`src/hdl/ilps_pkg.sv`:
```
package ilps_pkg;

	typedef enum logic [1:0] {
		SH_0,
		SH_32,
		SH_33,
		SH_64
	} mac_sh_t;

	typedef struct packed {
		logic        issue;
		logic        first;
		mac_sh_t     sh;
		logic [31:0] a;
		logic [31:0] b;
	} mac_cmd_t;

	localparam logic [1:0] STATUS_OK      = 2'd0;
	localparam logic [1:0] STATUS_INVALID = 2'd1;
	localparam logic [1:0] STATUS_SAT     = 2'd2;

	localparam logic [2:0] REG_TERM_COUNT = 3'd6;

	localparam logic [31:0] ONE_Q16 = 32'h0001_0000;
	localparam int LOG_FRAC_BITS = 48;
	localparam int DIV_BITS = 82;
	// log2(e) as Q2.62, pre-shifted for 19 extra quotient bits
	localparam logic [81:0] DIV_NUM = 82'h5C55_1D94_AE0B_F85E << 19;
	localparam logic [63:0] POS_LIMIT = 64'h7FFF_FFFF_FFFF_FFFF;
	localparam logic [63:0] NEG_LIMIT = 64'h8000_0000_0000_0000;

endpackage

```
`src/hdl/ilps_mac.sv`:
```
module ilps_mac (
	input  logic               clk,
	input  logic               arst_n,
	input  ilps_pkg::mac_cmd_t cmd,
	output logic [127:0]       acc
);
	import ilps_pkg::*;

	logic          issue_s1;
	logic          first_s1;
	mac_sh_t       sh_s1;
	logic [63:0]   prod_s1;
	logic [127:0]  acc_q;
	logic [127:0]  addend;

	always_ff @(posedge clk or negedge arst_n) begin
		if (!arst_n) begin
			issue_s1 <= 1'b0;
		end else begin
			issue_s1 <= cmd.issue;
		end
	end

	always_ff @(posedge clk) begin
		first_s1 <= cmd.first;
		sh_s1    <= cmd.sh;
		prod_s1  <= cmd.a * cmd.b;
		if (issue_s1) begin
			acc_q <= (first_s1 ? 128'd0 : acc_q) + addend;
		end
	end

	always_comb begin
		unique case (sh_s1)
			SH_0:    addend = {64'd0, prod_s1};
			SH_32:   addend = {32'd0, prod_s1, 32'd0};
			SH_33:   addend = {31'd0, prod_s1, 33'd0};
			SH_64:   addend = {prod_s1, 64'd0};
			default: addend = {64'd0, prod_s1};
		endcase
	end

	assign acc = acc_q;

endmodule

```
`config.mk`:
```
export PLATFORM = sky130hd
export DESIGN_NAME = ilps_mac
export DESIGN_NICKNAME = d
export VERILOG_FILES = /design/src/hdl/ilps_pkg.sv /design/src/hdl/ilps_mac.sv
export SDC_FILE = /design/constraint.sdc
export NUM_CORES = 2
export LEC_CHECK = 0
export BUFFER_PORTS_ARGS = -buffer_cell sky130_fd_sc_hd__buf_2
export CAP_MARGIN = 20
export CORE_ASPECT_RATIO = 0.75
export CORE_MARGIN = 1.5
export CORE_UTILIZATION = 40
export CTS_BUF_LIST = sky130_fd_sc_hd__clkbuf_16
export DETAILED_ROUTE_END_ITERATION = 10
export PLACE_DENSITY = 0.52
export SLEW_MARGIN = 20
export SYNTH_ARGS = -nofsm -noshare
export SYNTH_HDL_FRONTEND = slang
export SYNTH_SLANG_ARGS = --single-unit
```
`constraint.sdc`:
```
create_clock -name clk -period 8.2 [get_ports clk]
set_clock_uncertainty 0.05 [all_clocks]
set_input_delay 0.82 -clock clk [delete_from_list [all_inputs] [get_ports clk]]
set_output_delay 0.82 -clock clk [all_outputs]
set_load 0.01 [all_outputs]
```
=== Word level (Yosys, flattened, before mapping) ===
Index checks and enable logic that the tools add are counted.

* Bits in registers: 196
* Input bits: 70
* Output and inout bits: 128
* Word-level logic and storage cells: 13

* Add/sub/neg operators: 1
* $mul: 1
* Equality and inequality tests: 3
* Multiplexer cells: 2
* Reduce and logical (&&, ||, !) cells: 1

{| class="wikitable"
|+ Operator list
! cell !! count
|-
| case mux 128 bit (4 select lines) || 1
|-
| adder 128 bit || 1
|-
| 2-to-1 mux 128 bit || 1
|-
| multiplier 32 x 32 -> 64 bit || 1
|-
| equality test 2 bit (second input constant) || 2
|-
| equality test 2 x 1 -> 1 bit (second input constant) || 1
|-
| zero test 2 bit || 1
|}

=== Longest topological paths before layout ===
* Depth in word-level cells: 3
* Gate-level depth with buffers: 30
* Mapped depth without buffers: 29

=== Worst setup path after synthesis ===
No wires, ideal clock.

* Path kind: input to register
* Start: input cmd[63] (netlist bit)
* End: register prod_s1[63]
* Setup time: 0.123 ns
* Data arrival time: 7.472 ns
* Required time: 8.027 ns
* Path slack: 0.555 ns
* Stages on the path: 28
* Path buffers: 2
* Path through: clkbuf_1 > nand2_1 > fa_1 > inv_1 > fa_1 > fa_1 > inv_1 > fa_1 > inv_1 > fa_1 > fa_1 > fa_1 > inv_1 > fa_1 > inv_1 > ha_1 > clkbuf_1 > a21o_1 > a21o_1 > a221oi_1 > nor2_1 > nor2_1 > o221a_2 > o21ai_2 > a21oi_2 > o221ai_2 > a221oi_2 > xnor2_1

* Cells in the longest elaborated chain, start to end: 1

{| class="wikitable"
|+ RTL lines
! item !! line !! source
|-
| start: declaration || ilps_mac.sv:4 || <nowiki>input ilps_pkg::mac_cmd_t cmd,</nowiki>
|-
| multiplier 32 x 32 -> 64 bit || ilps_mac.sv:27 || <nowiki>prod_s1 <= cmd.a * cmd.b;</nowiki>
|-
| end signal: assignment || ilps_mac.sv:27 ||
|-
| end: declaration || ilps_mac.sv:12 || <nowiki>logic [63:0] prod_s1;</nowiki>
|}

Every way passes these cells.
A chain may end at the register's enable or synchronous reset.

=== Worst setup path in the final report ===
* Start: input cmd[7] (netlist bit)
* End: register prod_s1[57]

Same word-level chain as after synthesis.

==> qor.yml <==
worstSetupEndpointType: "flop"
rsz0062_at_grt: "false"
dp_cells: 7351
tritoncts: "yes"
drt-vias-per-instance: 5.338
fp.coreArea_mm2: 0.1228
drv_cap: 0
hold_buffers: 0
cts.repair.resized: 0
grt_usage_pct: 26.44
n_fill_cell: 12360
gp_congestion: 0.9292
slew_viol_final: 0
drt_wl_total_um: 165500
cts_buffers: 17
worstPathRequired_ps: 8520
initial_core_util_pct: 40.56
drcViolationCount: 0
timing.final.crit_share_pct: 95.06
synthToLayoutAreaGrowth_pct: 7.569
synth_edf_count: 128
drt_pass1_iterations: 6
tightest_slew_ps: 1118
ctsRootBufferMaster: "clkbuf_16"
cts_buffer_depth: 2
gr-max-usage-layer: "met1"
grt_max_degree: 100
final_cell_mix: "inv_1 (911), fa_1 (897), and2_1 (636)"
ant_nets: 0
crit_fanout: 23
setup_violations: 0
antenna_found_initial: 6
wl_per_cell_um: 22.40
dieHeight_um: 308.6
synth_area_mm2: 0.04979
syn-num-nets: 7048
hpwlAfterDp_um: 140800
fin_crit_ps: 7795
yosysWarnings: 0
synth.avg_cell_area_um2: 8.749
layout_commonest_cell: "inv_1"
slew_headroom_pct: 24.80
instances_no_fill: 7385
cts_max_level: 4
globalRouteMet3Util_pct: 4.715
fmax_ghz: 0.1283
clk_latency_ps: 500
grt_pass1_wl_um: 253300
start_kind: "input pin"
cts_sinks: 196
hold_violations: 0
rows: 111
ios: 198
clk_pin_slew_ps: 90
layout-drive-gt1-share_pct: 7.937
holdCritPathClass: "in2async"
run_status: "finished, final reports clean"
grt_pass1_vias: 39790
nNetsFinal: 7089
gr-total-overflow: 0
ys.flop_type: "edfxtp_1"
die_w_um: 410.4
synthArstFlopShare_pct: 0.5102
dieArea_mm2: 0.1266
worst-r2r-setup-slack_ps: 1830
cts_setup_buffers: 0
grt_use_met2_pct: 36.94
use_met1_pct: 42.67
via_count: 39420
worstPathArrival_ps: 8120
netlist_instances: 5691
first_iter_violations: 3297
synth_seq_cells: 196
path_class: "in2reg"
ys_seq_area_share_pct: 10.46
numPortBuffers: 197
synth_cell_types: 89
final timing paths:
| check | start | end | cells past startpoint |
|---|---|---|---|
| max | cmd[7] | prod_s1[57] | 26 |
| min | arst_n | issue_s1 | 1 |
| max reg2reg | sh_s1[0] | acc[122] | 16 |
| min reg2reg | acc[0] | acc[0] | 2 |
| max in group asynchronous | arst_n | issue_s1 | 1 |
| min in group clk | cmd[67] | issue_s1 | 1 |
cell families after synthesis:
group,Yosys count,synth area share [%]
flops,196,10.46
simple gates,1882,19.74
buf+inv,1251,9.519
compound gates,885,11.06
xor+xnor,185,3.254
fa+ha+maj,1287,45.86
mux,5,0.1005
per-stage QoR:
step	instance area (um^2)	setup TNS (ps)	util, %	hold WS (ps)	setup slack [ps]
final	53560	0	43.63	29.44	405.3
after global routing	53560	0	43.62	7.446	56.98
after CTS	53560	0	43.62	7.398	472.9
after detailed placement	52940	-52.32	43.12	546.3	-42.20
after global placement	52940	-4.018	43.12	544.7	-4.018
after floorplan	49790	0	-	474.4	554.6
worst max-delay path: stages:
cell and delay [ps]:
buf_2 450, and2_1 230, fa_1 450, fa_1 500, fa_1 520, inv_1 50, fa_1 470, inv_1 50
fa_1 490, inv_1 60, fa_1 600, inv_1 70, fa_1 490, fa_1 420, ha_1 300, a21o_1 160
a21o_1 170, a21oi_1 130, o21ai_0 180, o211ai_1 320, a21oi_1 180, o211ai_1 300, a21oi_1 130, a211oi_2 250
o221ai_1 150, xor2_1 170
registers in the layout (all words and copies together) (netlist names):
register / count
acc: 128
first_s1: 1
issue_s1: 1
prod_s1: 64
sh_s1: 2
cells in the mapped netlist, drive strengths merged (37+ instances only):
library cell | instances | area (um^2)
nor2b | 173 | 1082
nand2 | 626 | 2350
xor2 | 66 | 578.1
dfxtp | 67 | 1341
and3 | 42 | 264.0
a21o | 95 | 713.2
nor3 | 37 | 195.2
ha | 390 | 4880
a21oi | 390 | 1978
fa | 897 | 17960
nand4 | 76 | 475.5
inv | 911 | 3420
clkbuf | 306 | 1151
nor2 | 163 | 611.8
o21bai | 57 | 427.9
edfxtp | 128 | 3844
o21ai | 188 | 967.2
and2 | 637 | 3988
xnor2 | 119 | 1042
layout make-up:
| class | instances | area (um^2) | share of cell area [%] |
|---|---|---|---|
| Tap cell | 1638 | 2049 | 3.826 |
| Clock inverter | 15 | 191.4 | 0.3574 |
| Multi-Input combinational cell | 4244 | 39850 | 74.39 |
| Clock buffer | 17 | 425.4 | 0.7942 |
| Timing Repair Buffer | 362 | 2400 | 4.480 |
| Inverter | 911 | 3420 | 6.384 |
| Antenna cell | 2 | 5.005 | 0.009344 |
| Sequential cell | 196 | 5225 | 9.755 |
metal layers:
metal / wire length (um) / vias up
li1: - / 18010
met1: 83050 / 19910
met2: 67280 / 1381
met3: 12990 / 121
met4: 2117 / 2
met5: 13 / -
Power is not shown: default switching activity piles up to over one toggle a cycle in this logic, so the estimate is an artifact.
